File: src/sv/srdc_pkg.sv
package srdc_pkg;

    localparam int DIFF_W     = 53;
    localparam int PROD_W     = 56;
    localparam int RATE_W     = 23;
    localparam int TIME_W     = 32;
    localparam int DEN_W      = 28;
    localparam int CNT_W      = 6;
    localparam int Q_W        = 7;
    localparam int Q_NUM_W    = 16;
    localparam int RATE_SUM_W = 28;
    localparam int CFG_IDX_W  = 3;
    localparam int CFG_DATA_W = 53;

    localparam logic [1:0] MODE_SHARE  = 2'd0;
    localparam logic [1:0] MODE_ADJUST = 2'd1;
    localparam logic [1:0] MODE_CHANGE = 2'd2;

    localparam logic [CFG_IDX_W-1:0] CFG_MIN_DIFFICULTY    = 3'd0;
    localparam logic [CFG_IDX_W-1:0] CFG_MAX_DIFFICULTY    = 3'd1;
    localparam logic [CFG_IDX_W-1:0] CFG_REMOTE_DIFFICULTY = 3'd2;
    localparam logic [CFG_IDX_W-1:0] CFG_FIXED_MODE        = 3'd3;
    localparam logic [CFG_IDX_W-1:0] CFG_RATE_RESET_VALUE  = 3'd4;

    localparam logic [DIFF_W-1:0] MAX_DIFF_RESET   = '1;
    localparam logic [RATE_W-1:0] RATE_RESET_RESET = 23'd655360;

    localparam logic [PROD_W-1:0]  ONE_UNIT  = 56'd100000000;
    localparam logic [DEN_W-1:0]   TWO_UNITS = 28'd200000000;
    localparam logic [TIME_W-1:0]  INTV_FLOOR = 32'd500;
    localparam logic [TIME_W-1:0]  INTV_MAX   = 32'd60000;
    localparam logic [Q_NUM_W-1:0] Q_NUM      = 16'd60000;
    localparam logic [DEN_W-1:0]   RATE_DIV   = 28'd20;
    localparam logic [DEN_W-1:0]   DIV_FIFTH  = 28'd5;
    localparam logic [DEN_W-1:0]   DIV_SIXTH  = 28'd6;

    localparam logic [RATE_W-1:0] R_100 = 23'd6553600;
    localparam logic [RATE_W-1:0] R_75  = 23'd4915200;
    localparam logic [RATE_W-1:0] R_50  = 23'd3276800;
    localparam logic [RATE_W-1:0] R_25  = 23'd1638400;
    localparam logic [RATE_W-1:0] R_20  = 23'd1310720;
    localparam logic [RATE_W-1:0] R_15  = 23'd983040;
    localparam logic [RATE_W-1:0] R_7   = 23'd458752;
    localparam logic [RATE_W-1:0] R_4   = 23'd262144;

    typedef struct packed {
        logic [1:0]        mode;
        logic [TIME_W-1:0] now_ms;
        logic [DIFF_W-1:0] requested_difficulty;
    } evt_t;

    typedef struct packed {
        logic              changed;
        logic [DIFF_W-1:0] difficulty;
        logic [RATE_W-1:0] share_rate;
    } res_t;

    typedef struct packed {
        logic              start;
        logic [PROD_W-1:0] num;
        logic [DEN_W-1:0]  den;
        logic [CNT_W-1:0]  iters;
    } div_req_t;

    typedef enum logic [3:0] {
        ST_IDLE,
        ST_DECODE,
        ST_MUL,
        ST_DIV,
        ST_RATE,
        ST_PROP,
        ST_CLAMP,
        ST_COMMIT,
        ST_DONE
    } state_t;

    typedef enum logic [2:0] {
        STEP_X4,
        STEP_X7H,
        STEP_X3,
        STEP_X2,
        STEP_X3H,
        STEP_X6D5,
        STEP_HALF,
        STEP_X5D6
    } step_t;

    typedef enum logic [1:0] {
        DIV_Q,
        DIV_RATE,
        DIV_LADDER,
        DIV_NORM
    } div_op_t;

endpackage

File: src/sv/srdc_div.sv
module srdc_div (
    input  logic                                clk,
    input  logic                                rst_n,
    input  srdc_pkg::div_req_t                  req,
    output logic [srdc_pkg::PROD_W-1:0]         quo,
    output logic [srdc_pkg::DEN_W-1:0]          rem,
    output logic                                done
);
    import srdc_pkg::*;

    logic                busy_reg, busy_next;
    logic                done_reg, done_next;
    logic [CNT_W-1:0]    cnt_reg, cnt_next;
    logic [PROD_W-1:0]   num_reg, num_next;
    logic [DEN_W-1:0]    den_reg, den_next;
    logic [DEN_W-1:0]    rem_reg, rem_next;
    logic [DEN_W:0]      trial;
    logic [DEN_W:0]      diff;
    logic                ge;

    assign trial = {rem_reg, num_reg[PROD_W-1]};
    assign diff  = trial - {1'b0, den_reg};
    assign ge    = trial >= {1'b0, den_reg};

    always_comb
    begin
        busy_next = busy_reg;
        done_next = 1'b0;
        cnt_next  = cnt_reg;
        num_next  = num_reg;
        den_next  = den_reg;
        rem_next  = rem_reg;
        if (req.start)
        begin
            busy_next = 1'b1;
            cnt_next  = req.iters;
            num_next  = req.num;
            den_next  = req.den;
            rem_next  = '0;
        end
        else if (busy_reg)
        begin
            // shift one dividend bit in, one quotient bit out
            rem_next = ge ? diff[DEN_W-1:0] : trial[DEN_W-1:0];
            num_next = {num_reg[PROD_W-2:0], ge};
            cnt_next = cnt_reg - 1'b1;
            if (cnt_reg == CNT_W'(1))
            begin
                busy_next = 1'b0;
                done_next = 1'b1;
            end
        end
    end

    always_ff @(posedge clk or negedge rst_n)
    begin
        if (!rst_n)
        begin
            busy_reg <= 1'b0;
            done_reg <= 1'b0;
            cnt_reg  <= '0;
        end
        else
        begin
            busy_reg <= busy_next;
            done_reg <= done_next;
            cnt_reg  <= cnt_next;
        end
    end

    always_ff @(posedge clk)
    begin
        num_reg <= num_next;
        den_reg <= den_next;
        rem_reg <= rem_next;
    end

    assign quo  = num_reg;
    assign rem  = rem_reg;
    assign done = done_reg;

`ifndef SYNTHESIS
    a_done_idle: assert property (@(posedge clk) disable iff (!rst_n)
        done_reg |-> !busy_reg)
        else $error("divider done while still busy");
    a_busy_cnt: assert property (@(posedge clk) disable iff (!rst_n)
        busy_reg |-> (cnt_reg != '0))
        else $error("divider busy with zero count");
    a_no_restart: assert property (@(posedge clk) disable iff (!rst_n)
        req.start |-> !busy_reg)
        else $error("divider started while busy");
`endif

endmodule

File: src/sv/share_rate_difficulty_controller_top.sv
// Variable share difficulty for one client. Each transaction (share, adjust or change request)
// yields exactly one result with the current difficulty and Q7.16 share rate. A share under remote
// override, or the unused mode, goes straight from decode to done. A change to a value below one
// unit skips the divider, a change above one unit and the minimum uses it for the floor to
// multiples of two units, and the longest path is a ladder step by 6/5 or 5/6 followed by that
// floor. A share skips the 60000/interval quotient when the interval exceeds 60000 ms.
// The bit-serial divider gives one quotient bit per cycle and is
// shared by the 60000/interval quotient (16 bits), the rate smoothing divide by 20
// (28 bits), the fifth and sixth ladder steps and the floor to multiples of two units (56 bits
// each). The next transaction is taken once the sequencer is back in idle. A result still held
// in the output register keeps the sequencer in its last state.
module share_rate_difficulty_controller_top (
    input  logic                                clk,
    input  logic                                rst_n,
    input  logic                                evt_valid,
    output logic                                evt_stall,
    input  srdc_pkg::evt_t                      evt,
    output logic                                res_valid,
    input  logic                                res_stall,
    output srdc_pkg::res_t                      res,
    input  logic                                cfg_wr_en,
    input  logic [srdc_pkg::CFG_IDX_W-1:0]      cfg_index,
    input  logic [srdc_pkg::CFG_DATA_W-1:0]     cfg_wdata
);
    import srdc_pkg::*;

    state_t              state_reg, state_next;
    evt_t                evt_reg, evt_next;
    res_t                res_reg, res_next;
    logic                res_valid_reg, res_valid_next;
    logic                changed_reg, changed_next;
    logic [DIFF_W-1:0]   cur_reg, cur_next;
    logic [TIME_W-1:0]   last_reg, last_next;
    logic [RATE_W-1:0]   rate_reg, rate_next;
    logic [PROD_W-1:0]   p_reg, p_next;
    logic [Q_W-1:0]      q_reg, q_next;
    step_t               step_reg, step_next;
    div_op_t             div_op_reg, div_op_next;

    logic [DIFF_W-1:0]   min_reg, max_reg, remote_reg;
    logic                fixed_reg;
    logic [RATE_W-1:0]   rate_reset_reg;

    div_req_t            div_req;
    logic [PROD_W-1:0]   div_quo;
    logic [DEN_W-1:0]    div_rem;
    logic                div_done;

    logic [TIME_W-1:0]     diff;
    logic [TIME_W-1:0]     intv;
    logic                  intv_big;
    logic                  remote_on;
    step_t                 step_sel;
    logic                  step_none;
    logic [PROD_W-1:0]     d_ext;
    logic [PROD_W-1:0]     prod;
    logic [RATE_SUM_W-1:0] rate_ext;
    logic [RATE_SUM_W-1:0] rate_sum;
    logic [PROD_W-1:0]     min_ext, max_ext;
    logic                  p_zero, p_lt_min, p_lt_one, p_gt_one, p_gt_max;
    logic                  commit_take;
    logic                  res_free;
    logic                  rate_out_band;

    srdc_div u_div (
        .clk   (clk),
        .rst_n (rst_n),
        .req   (div_req),
        .quo   (div_quo),
        .rem   (div_rem),
        .done  (div_done)
    );

    assign diff      = evt_reg.now_ms - last_reg;
    assign intv      = (diff < INTV_FLOOR) ? INTV_FLOOR : diff;
    assign intv_big  = intv > INTV_MAX;
    assign remote_on = remote_reg != '0;
    assign d_ext     = {{(PROD_W-DIFF_W){1'b0}}, cur_reg};
    assign min_ext   = {{(PROD_W-DIFF_W){1'b0}}, min_reg};
    assign max_ext   = {{(PROD_W-DIFF_W){1'b0}}, max_reg};
    assign rate_ext  = {{(RATE_SUM_W-RATE_W){1'b0}}, rate_reg};
    assign rate_sum  = (rate_ext << 4) + (rate_ext << 1) + rate_ext
                     + {{(RATE_SUM_W-Q_W-16){1'b0}}, q_reg, 16'b0};

    assign p_zero      = p_reg == '0;
    assign p_lt_min    = p_reg < min_ext;
    assign p_lt_one    = p_reg < ONE_UNIT;
    assign p_gt_one    = p_reg > ONE_UNIT;
    assign p_gt_max    = p_reg > max_ext;
    assign commit_take = !p_zero && (p_reg != d_ext);
    assign res_free    = !res_valid_reg || !res_stall;
    assign rate_out_band = (rate_reg < R_7) || (rate_reg > R_15);

    always_comb
    begin
        step_sel  = STEP_X4;
        step_none = 1'b0;
        if (rate_reg > R_100)
            step_sel = STEP_X4;
        else if (fixed_reg)
            step_none = 1'b1;
        else if (rate_reg > R_75)
            step_sel = STEP_X7H;
        else if (rate_reg > R_50)
            step_sel = STEP_X3;
        else if (rate_reg > R_25)
            step_sel = STEP_X2;
        else if (rate_reg > R_20)
            step_sel = STEP_X3H;
        else if (rate_reg > R_15)
            step_sel = STEP_X6D5;
        else if (rate_reg < R_4)
            step_sel = STEP_HALF;
        else if (rate_reg < R_7)
            step_sel = STEP_X5D6;
        else
            step_none = 1'b1;
    end

    always_comb
    begin
        case (step_reg)
            STEP_X4:   prod = d_ext << 2;
            STEP_X7H:  prod = (d_ext << 3) - d_ext;
            STEP_X3:   prod = (d_ext << 1) + d_ext;
            STEP_X2:   prod = d_ext << 1;
            STEP_X3H:  prod = (d_ext << 1) + d_ext;
            STEP_X6D5: prod = (d_ext << 2) + (d_ext << 1);
            STEP_HALF: prod = d_ext;
            STEP_X5D6: prod = (d_ext << 2) + d_ext;
        endcase
    end

    always_comb
    begin
        state_next = state_reg;
        unique case (state_reg)
            ST_IDLE:
            begin
                if (evt_valid)
                    state_next = ST_DECODE;
            end
            ST_DECODE:
            begin
                unique case (evt_reg.mode)
                    MODE_SHARE:
                    begin
                        if (remote_on)
                            state_next = ST_DONE;
                        else if (intv_big)
                            state_next = ST_RATE;
                        else
                            state_next = ST_DIV;
                    end
                    MODE_ADJUST:
                    begin
                        if (remote_on)
                            state_next = ST_PROP;
                        else if (step_none)
                            state_next = ST_DONE;
                        else
                            state_next = ST_MUL;
                    end
                    MODE_CHANGE: state_next = ST_PROP;
                    default:     state_next = ST_DONE;
                endcase
            end
            ST_MUL:
            begin
                if (step_reg == STEP_X6D5 || step_reg == STEP_X5D6)
                    state_next = ST_DIV;
                else
                    state_next = ST_PROP;
            end
            ST_DIV:
            begin
                if (div_done)
                begin
                    unique case (div_op_reg)
                        DIV_Q:      state_next = ST_RATE;
                        DIV_RATE:   state_next = ST_DONE;
                        DIV_LADDER: state_next = ST_PROP;
                        DIV_NORM:   state_next = ST_CLAMP;
                    endcase
                end
            end
            ST_RATE: state_next = ST_DIV;
            ST_PROP:
            begin
                if (p_zero)
                    state_next = ST_DONE;
                else if (!p_lt_min && !p_lt_one && p_gt_one)
                    state_next = ST_DIV;
                else
                    state_next = ST_CLAMP;
            end
            ST_CLAMP:  state_next = ST_COMMIT;
            ST_COMMIT: state_next = ST_DONE;
            ST_DONE:
            begin
                if (res_free)
                    state_next = ST_IDLE;
            end
            default: state_next = ST_IDLE;
        endcase
    end

    always_comb
    begin
        evt_next       = evt_reg;
        res_next       = res_reg;
        res_valid_next = res_valid_reg;
        changed_next   = changed_reg;
        cur_next       = cur_reg;
        last_next      = last_reg;
        rate_next      = rate_reg;
        p_next         = p_reg;
        q_next         = q_reg;
        step_next      = step_reg;
        div_op_next    = div_op_reg;
        div_req        = '0;

        if (res_valid_reg && !res_stall)
            res_valid_next = 1'b0;

        unique case (state_reg)
            ST_IDLE:
            begin
                if (evt_valid)
                    evt_next = evt;
            end
            ST_DECODE:
            begin
                changed_next = 1'b0;
                unique case (evt_reg.mode)
                    MODE_SHARE:
                    begin
                        last_next = evt_reg.now_ms;
                        if (!remote_on)
                        begin
                            if (intv_big)
                                q_next = '0;
                            else
                            begin
                                div_req.start = 1'b1;
                                div_req.num   = {Q_NUM, {(PROD_W-Q_NUM_W){1'b0}}};
                                div_req.den   = intv[DEN_W-1:0];
                                div_req.iters = CNT_W'(Q_NUM_W);
                                div_op_next   = DIV_Q;
                            end
                        end
                    end
                    MODE_ADJUST:
                    begin
                        if (remote_on)
                            p_next = {{(PROD_W-DIFF_W){1'b0}}, remote_reg};
                        else
                            step_next = step_sel;
                    end
                    MODE_CHANGE:
                        p_next = {{(PROD_W-DIFF_W){1'b0}}, evt_reg.requested_difficulty};
                    default: ;
                endcase
            end
            ST_MUL:
            begin
                case (step_reg) inside
                    STEP_X7H, STEP_X3H, STEP_HALF: p_next = prod >> 1;
                    STEP_X6D5, STEP_X5D6:
                    begin
                        div_req.start = 1'b1;
                        div_req.num   = prod;
                        div_req.den   = (step_reg == STEP_X6D5) ? DIV_FIFTH : DIV_SIXTH;
                        div_req.iters = CNT_W'(PROD_W);
                        div_op_next   = DIV_LADDER;
                    end
                    default: p_next = prod;
                endcase
            end
            ST_DIV:
            begin
                if (div_done)
                begin
                    unique case (div_op_reg)
                        DIV_Q:      q_next    = div_quo[Q_W-1:0];
                        DIV_RATE:   rate_next = div_quo[RATE_W-1:0];
                        DIV_LADDER: p_next    = div_quo;
                        DIV_NORM:
                            p_next = p_reg - {{(PROD_W-DEN_W){1'b0}}, div_rem};
                    endcase
                end
            end
            ST_RATE:
            begin
                div_req.start = 1'b1;
                div_req.num   = {rate_sum, {(PROD_W-RATE_SUM_W){1'b0}}};
                div_req.den   = RATE_DIV;
                div_req.iters = CNT_W'(RATE_SUM_W);
                div_op_next   = DIV_RATE;
            end
            ST_PROP:
            begin
                if (!p_zero)
                begin
                    if (p_lt_min)
                        p_next = min_ext;
                    else if (p_lt_one)
                        p_next = {p_reg[PROD_W-1:1], 1'b0};
                    else if (p_gt_one)
                    begin
                        div_req.start = 1'b1;
                        div_req.num   = p_reg;
                        div_req.den   = TWO_UNITS;
                        div_req.iters = CNT_W'(PROD_W);
                        div_op_next   = DIV_NORM;
                    end
                end
            end
            ST_CLAMP:
            begin
                if (p_gt_max)
                    p_next = max_ext;
            end
            ST_COMMIT:
            begin
                if (commit_take)
                begin
                    cur_next     = p_reg[DIFF_W-1:0];
                    changed_next = 1'b1;
                    if (rate_out_band)
                        rate_next = rate_reset_reg;
                end
            end
            ST_DONE:
            begin
                if (res_free)
                begin
                    res_next.changed    = changed_reg;
                    res_next.difficulty = cur_reg;
                    res_next.share_rate = rate_reg;
                    res_valid_next      = 1'b1;
                end
            end
            default: ;
        endcase
    end

    always_ff @(posedge clk or negedge rst_n)
    begin
        if (!rst_n)
        begin
            state_reg     <= ST_IDLE;
            res_valid_reg <= 1'b0;
            cur_reg       <= '0;
            last_reg      <= '0;
            rate_reg      <= '0;
        end
        else
        begin
            state_reg     <= state_next;
            res_valid_reg <= res_valid_next;
            cur_reg       <= cur_next;
            last_reg      <= last_next;
            rate_reg      <= rate_next;
        end
    end

    always_ff @(posedge clk)
    begin
        evt_reg     <= evt_next;
        res_reg     <= res_next;
        changed_reg <= changed_next;
        p_reg       <= p_next;
        q_reg       <= q_next;
        step_reg    <= step_next;
        div_op_reg  <= div_op_next;
    end

    always_ff @(posedge clk or negedge rst_n)
    begin
        if (!rst_n)
        begin
            min_reg        <= '0;
            max_reg        <= MAX_DIFF_RESET;
            remote_reg     <= '0;
            fixed_reg      <= 1'b0;
            rate_reset_reg <= RATE_RESET_RESET;
        end
        else if (cfg_wr_en)
        begin
            unique case (cfg_index)
                CFG_MIN_DIFFICULTY:    min_reg        <= cfg_wdata[DIFF_W-1:0];
                CFG_MAX_DIFFICULTY:    max_reg        <= cfg_wdata[DIFF_W-1:0];
                CFG_REMOTE_DIFFICULTY: remote_reg     <= cfg_wdata[DIFF_W-1:0];
                CFG_FIXED_MODE:        fixed_reg      <= cfg_wdata[0];
                CFG_RATE_RESET_VALUE:  rate_reset_reg <= cfg_wdata[RATE_W-1:0];
                default: ;
            endcase
        end
    end

    assign evt_stall = state_reg != ST_IDLE;
    assign res_valid = res_valid_reg;
    assign res       = res_reg;

`ifndef SYNTHESIS
    a_accept_leaves_idle: assert property (@(posedge clk) disable iff (!rst_n)
        (evt_valid && !evt_stall) |=> (state_reg == ST_DECODE))
        else $error("transaction accepted without leaving idle");
    a_commit_in_range: assert property (@(posedge clk) disable iff (!rst_n)
        (state_reg == ST_COMMIT) |-> (p_reg <= max_ext))
        else $error("proposal above maximum at commit");
    a_adopt_changes: assert property (@(posedge clk) disable iff (!rst_n)
        (state_reg == ST_COMMIT && commit_take) |=> (cur_reg != $past(cur_reg)))
        else $error("adopted difficulty equals previous difficulty");
`endif

endmodule

File: config.mk
export PLATFORM = sky130hd
export DESIGN_NAME = share_rate_difficulty_controller_top
export DESIGN_NICKNAME = d
export VERILOG_FILES = /design/src/sv/srdc_pkg.sv /design/src/sv/srdc_div.sv /design/src/sv/share_rate_difficulty_controller_top.sv
export SDC_FILE = /design/constraint.sdc
export NUM_CORES = 2
export LEC_CHECK = 0
export ABC_AREA = 1
export BUFFER_PORTS_ARGS = -buffer_cell sky130_fd_sc_hd__buf_2
export CAP_MARGIN = 20
export CORE_UTILIZATION = 55
export CTS_BUF_LIST = sky130_fd_sc_hd__clkbuf_8
export CTS_CLUSTER_DIAMETER = 200
export DETAILED_ROUTE_END_ITERATION = 8
export PLACE_DENSITY = 0.75
export RECOVER_POWER = 100
export SYNTH_ARGS = -nofsm -noshare
export SYNTH_HDL_FRONTEND = slang
export SYNTH_SLANG_ARGS = --single-unit
File: constraint.sdc
create_clock -name clk -period 5.4 [get_ports clk]
set_input_delay 0.54 -clock clk [delete_from_list [all_inputs] [get_ports clk]]
set_output_delay 0.54 -clock clk [all_outputs]
set_load 0.02 [all_outputs]
==> key figures <==
Route
  • # DRC: 4
  • Detailed Route Iter0 Violations: between 7000 and 8000
  • Pre-antenna DRT Iters: 8
  • Remaining antenna violation count after routing: 0
  • Vias: ~56000
  • Vias per cell: between 6 and 7
  • WL final: 222000 µm
  • Post-DR wirelength/cell: 24.5 µm

Finish
  • Post-layout net count: between 8000 and 9000
  • Post-route cell area: between 50000 and 60000 µm²
  • Layout cells sized above 1: around 7.1%
  • Final Core Density: 62.5%
  • Max FFs per register: just under 90
  • Area grow syn2layout: 12.0%
  • # fillers: 8595
  • Layout Cells excl Fill: about 9000

Timing
  • Final hold slack: roughly 0.073 ns
  • Final Critical Period: 5.08 ns
  • Final hold viol count: 0
  • Max Slew Vio Count: 664
  • TNS Setup: 0 ns
  • Clk_skew: roughly 0.065 ns
  • Slew @ Worst Pin: 3.89 ns
  • RSZ-0062 raised after global routing: no
  • Slew margin rel.: -159%
  • Fin crit share: roughly 94%
  • Setup violators final: 0
  • Fmax: a little under 0.2 GHz

Outcome
  • Status: complete, but fails checks
  • Failing checks: design-rule violations, max-capacitance violations, max-slew violations

Clock network
  • TritonCTS sink count: 649
  • Hold_buf cts: 130
  • Clk Latency, worst-skew pair: ~0.86 ns
  • Post-CTS sizing: 0
  • Num CTS Buffers: approximately 110
  • Root Buffer: clkbuf_8
  • Clk slew on worst S/H paths: 0.06 ns
  • Clk buf depth: 3
  • H-tree Lvls: 3
  • CTS tree: yes
  • Post-CTS Setup Inserts: 0

Setup path
  • CP max-delay cell: inv_1
  • CP max FO: 39
  • Critical Path AT: 5.58 ns
  • WS Path Type: reg -> reg
  • Startpoint types: flip-flop
  • R2R depth: 11
  • CP top delay family: buffers and inverters
  • Worst EP required: a little under 6 ns
  • CP Buf/Inv Count: 6
  • Reg-to-reg slack, setup: about 0.32 ns
  • Critical path depth: 11
  • Max stage delay on crit path: about 0.82 ns
  • Critical-path cell list: nor2_1 > inv_1 > nor2_1 > clkbuf_1 > inv_1 > nand3_1 > buf_4 > inv_1 > clkbuf_2 > a211oi_1 > a31oi_1
  • Most frequent CP cell: inv_1
  • Worst Setup End Kind: flip-flop

Place
  • Cell Area, Placed: around 56000 µm²
  • GP Congestion: about 1.2
  • DP Wirelength: approximately 170000 µm
  • Buffers on Ports: 226
  • Inst Count DP: 8706

Logic synthesis
  • Syn Inst Count: between 7000 and 8000
  • Syn. warnings: 0
  • Register area share after synthesis: between 30% and 40%
  • Post-synth cell types: 73
  • Post-synth ARST share: between 40% and 50%
  • Post-Syn Area per Cell: approximately 7.2 µm²
  • EDFF count, synth: about 320
  • Yosys reg bits: roughly 650
  • Mapped Area: between 50000 and 60000 µm²
  • Synth Flop Type: edfxtp_1

Floorplan
  • Die width: a little over 300 µm
  • Site Rows: roughly 110
  • Die Height: a little over 300 µm
  • Initial core utilization: around 56%
  • Area of the die: between 90000 and 100000 µm²
  • Ports: between 200 and 250
  • Core Area: about 94000 µm²

Power and ir drop
  • Power Dens Cells: roughly 200 nW/µm²
  • Static leakage: ~27 nW
  • Worst IR drop on VDD: approximately 340 µV

GRT
  • Vias in the first global route: between 50000 and 60000
  • Gr ovfl total: 0
  • Initial antenna violation count: 17
  • First-pass GRT wire length: roughly 330000 µm
  • Global-route total usage across every layer: 44.7%
  • Largest net degree at the start of global routing: between 100 and 150

Hold path
  • Hold path cells: 3
  • Worst min path class: in -> reg

Run
  • MaxCap Viol Count: 10
==> per-layer routing <==
metal / wire [µm] / track usage [%] / up-vias
met5: 109 / 0 / -
met4: 12500 / 22.6 / 18
met3: 29400 / 12.2 / 565
met2: 91600 / 64.7 / 3593
met1: 88200 / 61.1 / 26200
li1: - / - / 25600
==> cell usage after synthesis, drive strengths merged (19+ instances only) <==
cell | count | area [µm²]
xor2 | 68 | 596
inv | 998 | 3750
o21bai | 34 | 259
o22ai | 22 | 138
nand3b | 31 | 233
edfxtp | 317 | 9520
ha | 402 | 5030
a32oi | 33 | 289
mux2i | 19 | 190
dfrtp | 249 | 6230
a21o | 37 | 278
nand3 | 393 | 1990
nor2 | 646 | 2460
o21ai | 662 | 3320
dfxtp | 28 | 561
nor4 | 44 | 288
a21oi | 588 | 3030
or2 | 49 | 307
o211ai | 59 | 443
a31oi | 61 | 382
a221oi | 58 | 508
buf | 35 | 200
nand4 | 137 | 863
nand2 | 1778 | 6690
xnor2 | 60 | 526
o21a | 31 | 233
clkbuf | 156 | 586
o221ai | 24 | 210
dfstp | 55 | 1450
fa | 32 | 641
nor3 | 83 | 425
==> worst reg2reg max path, delay by kind of cell, from the launching register on <==
family / cells / cell delay (ns)
AO/OA/AOI/OAI: 2 / 0.58
buffers and inverters: 6 / 3.14
flip-flops: 1 / 0.43
AND/OR/NAND/NOR: 3 / 0.63
==> cell type report <==
| cell class | count | area [µm²] | share of cell area (%) |
|---|---|---|---|
| multi-input cells | 5453 | 30100 | 51.2 |
| clock buffers | 123 | 1690 | 2.88 |
| diodes | 10 | 25.0 | 0.0426 |
| clock inverters | 92 | 629 | 1.07 |
| inverters | 1004 | 3770 | 6.42 |
| well taps | 1254 | 1570 | 2.67 |
| flip-flops and latches | 649 | 17800 | 30.2 |
| repair buffers | 477 | 3190 | 5.43 |
==> worst paths after layout <==
kind / to / startpoint
max: p_reg[0] / state_reg[3]
min: remote_reg[10] / cfg_wdata[10]
max reg2reg: p_reg[0] / state_reg[3]
min reg2reg: res[76] / changed_reg
max in group asynchronous: min_reg[51] / rst_n
min in group asynchronous: rate_reg[4] / rst_n
==> placed cells by master (no fill, tap or decap), types with 28 or more instances in the layout <==
cell           instances
nor4_1                42
o21ai_0              646
a21o_1                37
a221oi_1              58
buf_2                135
nor2_1               630
clkbuf_8             123
xnor2_1               60
clkbuf_1             118
nand3b_1              31
o21bai_1              33
o211ai_1              59
or2_2                 49
ha_1                 401
nor3_1                81
xor2_1                68
nand2_1             1771
a21oi_1              583
buf_4                 80
dfrtp_1              249
dfxtp_1               28
fa_1                  32
a31oi_1               61
a32oi_1               33
o21a_1                31
nand3_1              392
nand4_1              137
inv_1               1020
edfxtp_1             317
dfstp_2               55
dlygate4sd3_1        130
==> metrics by stage <==
step	setup WS, ns	power (mW)
finish	0.319	11.5
global route	0.243	11.9
floorplan	0.215	6.27
CTS	0.807	11.4
detailed placement	0.795	6.65
global placement	0.829	6.59
==> report_power, final <==
group          switching, mW  internal (mW)  leakage [nW]  total (mW)
Sequential             0.265           5.48          6.36        5.75
Clock                   2.42           2.38          1.33        4.80
Combinational          0.539          0.408          19.2       0.947
Total                   3.22           8.27          26.9        11.5
==> cells by family after synthesis <==
group	share of synthesized area (%)
XOR/XNOR	2.14
other	0.00715
AO/OA/AOI/OAI	18.5
flip-flops	33.9
buffers and inverters	8.69
multiplexers	0.384
AND/OR/NAND/NOR	25.6
adder cells (fa/ha/maj)	10.8
No activity file was read; power rests on OpenSTA's default activity.
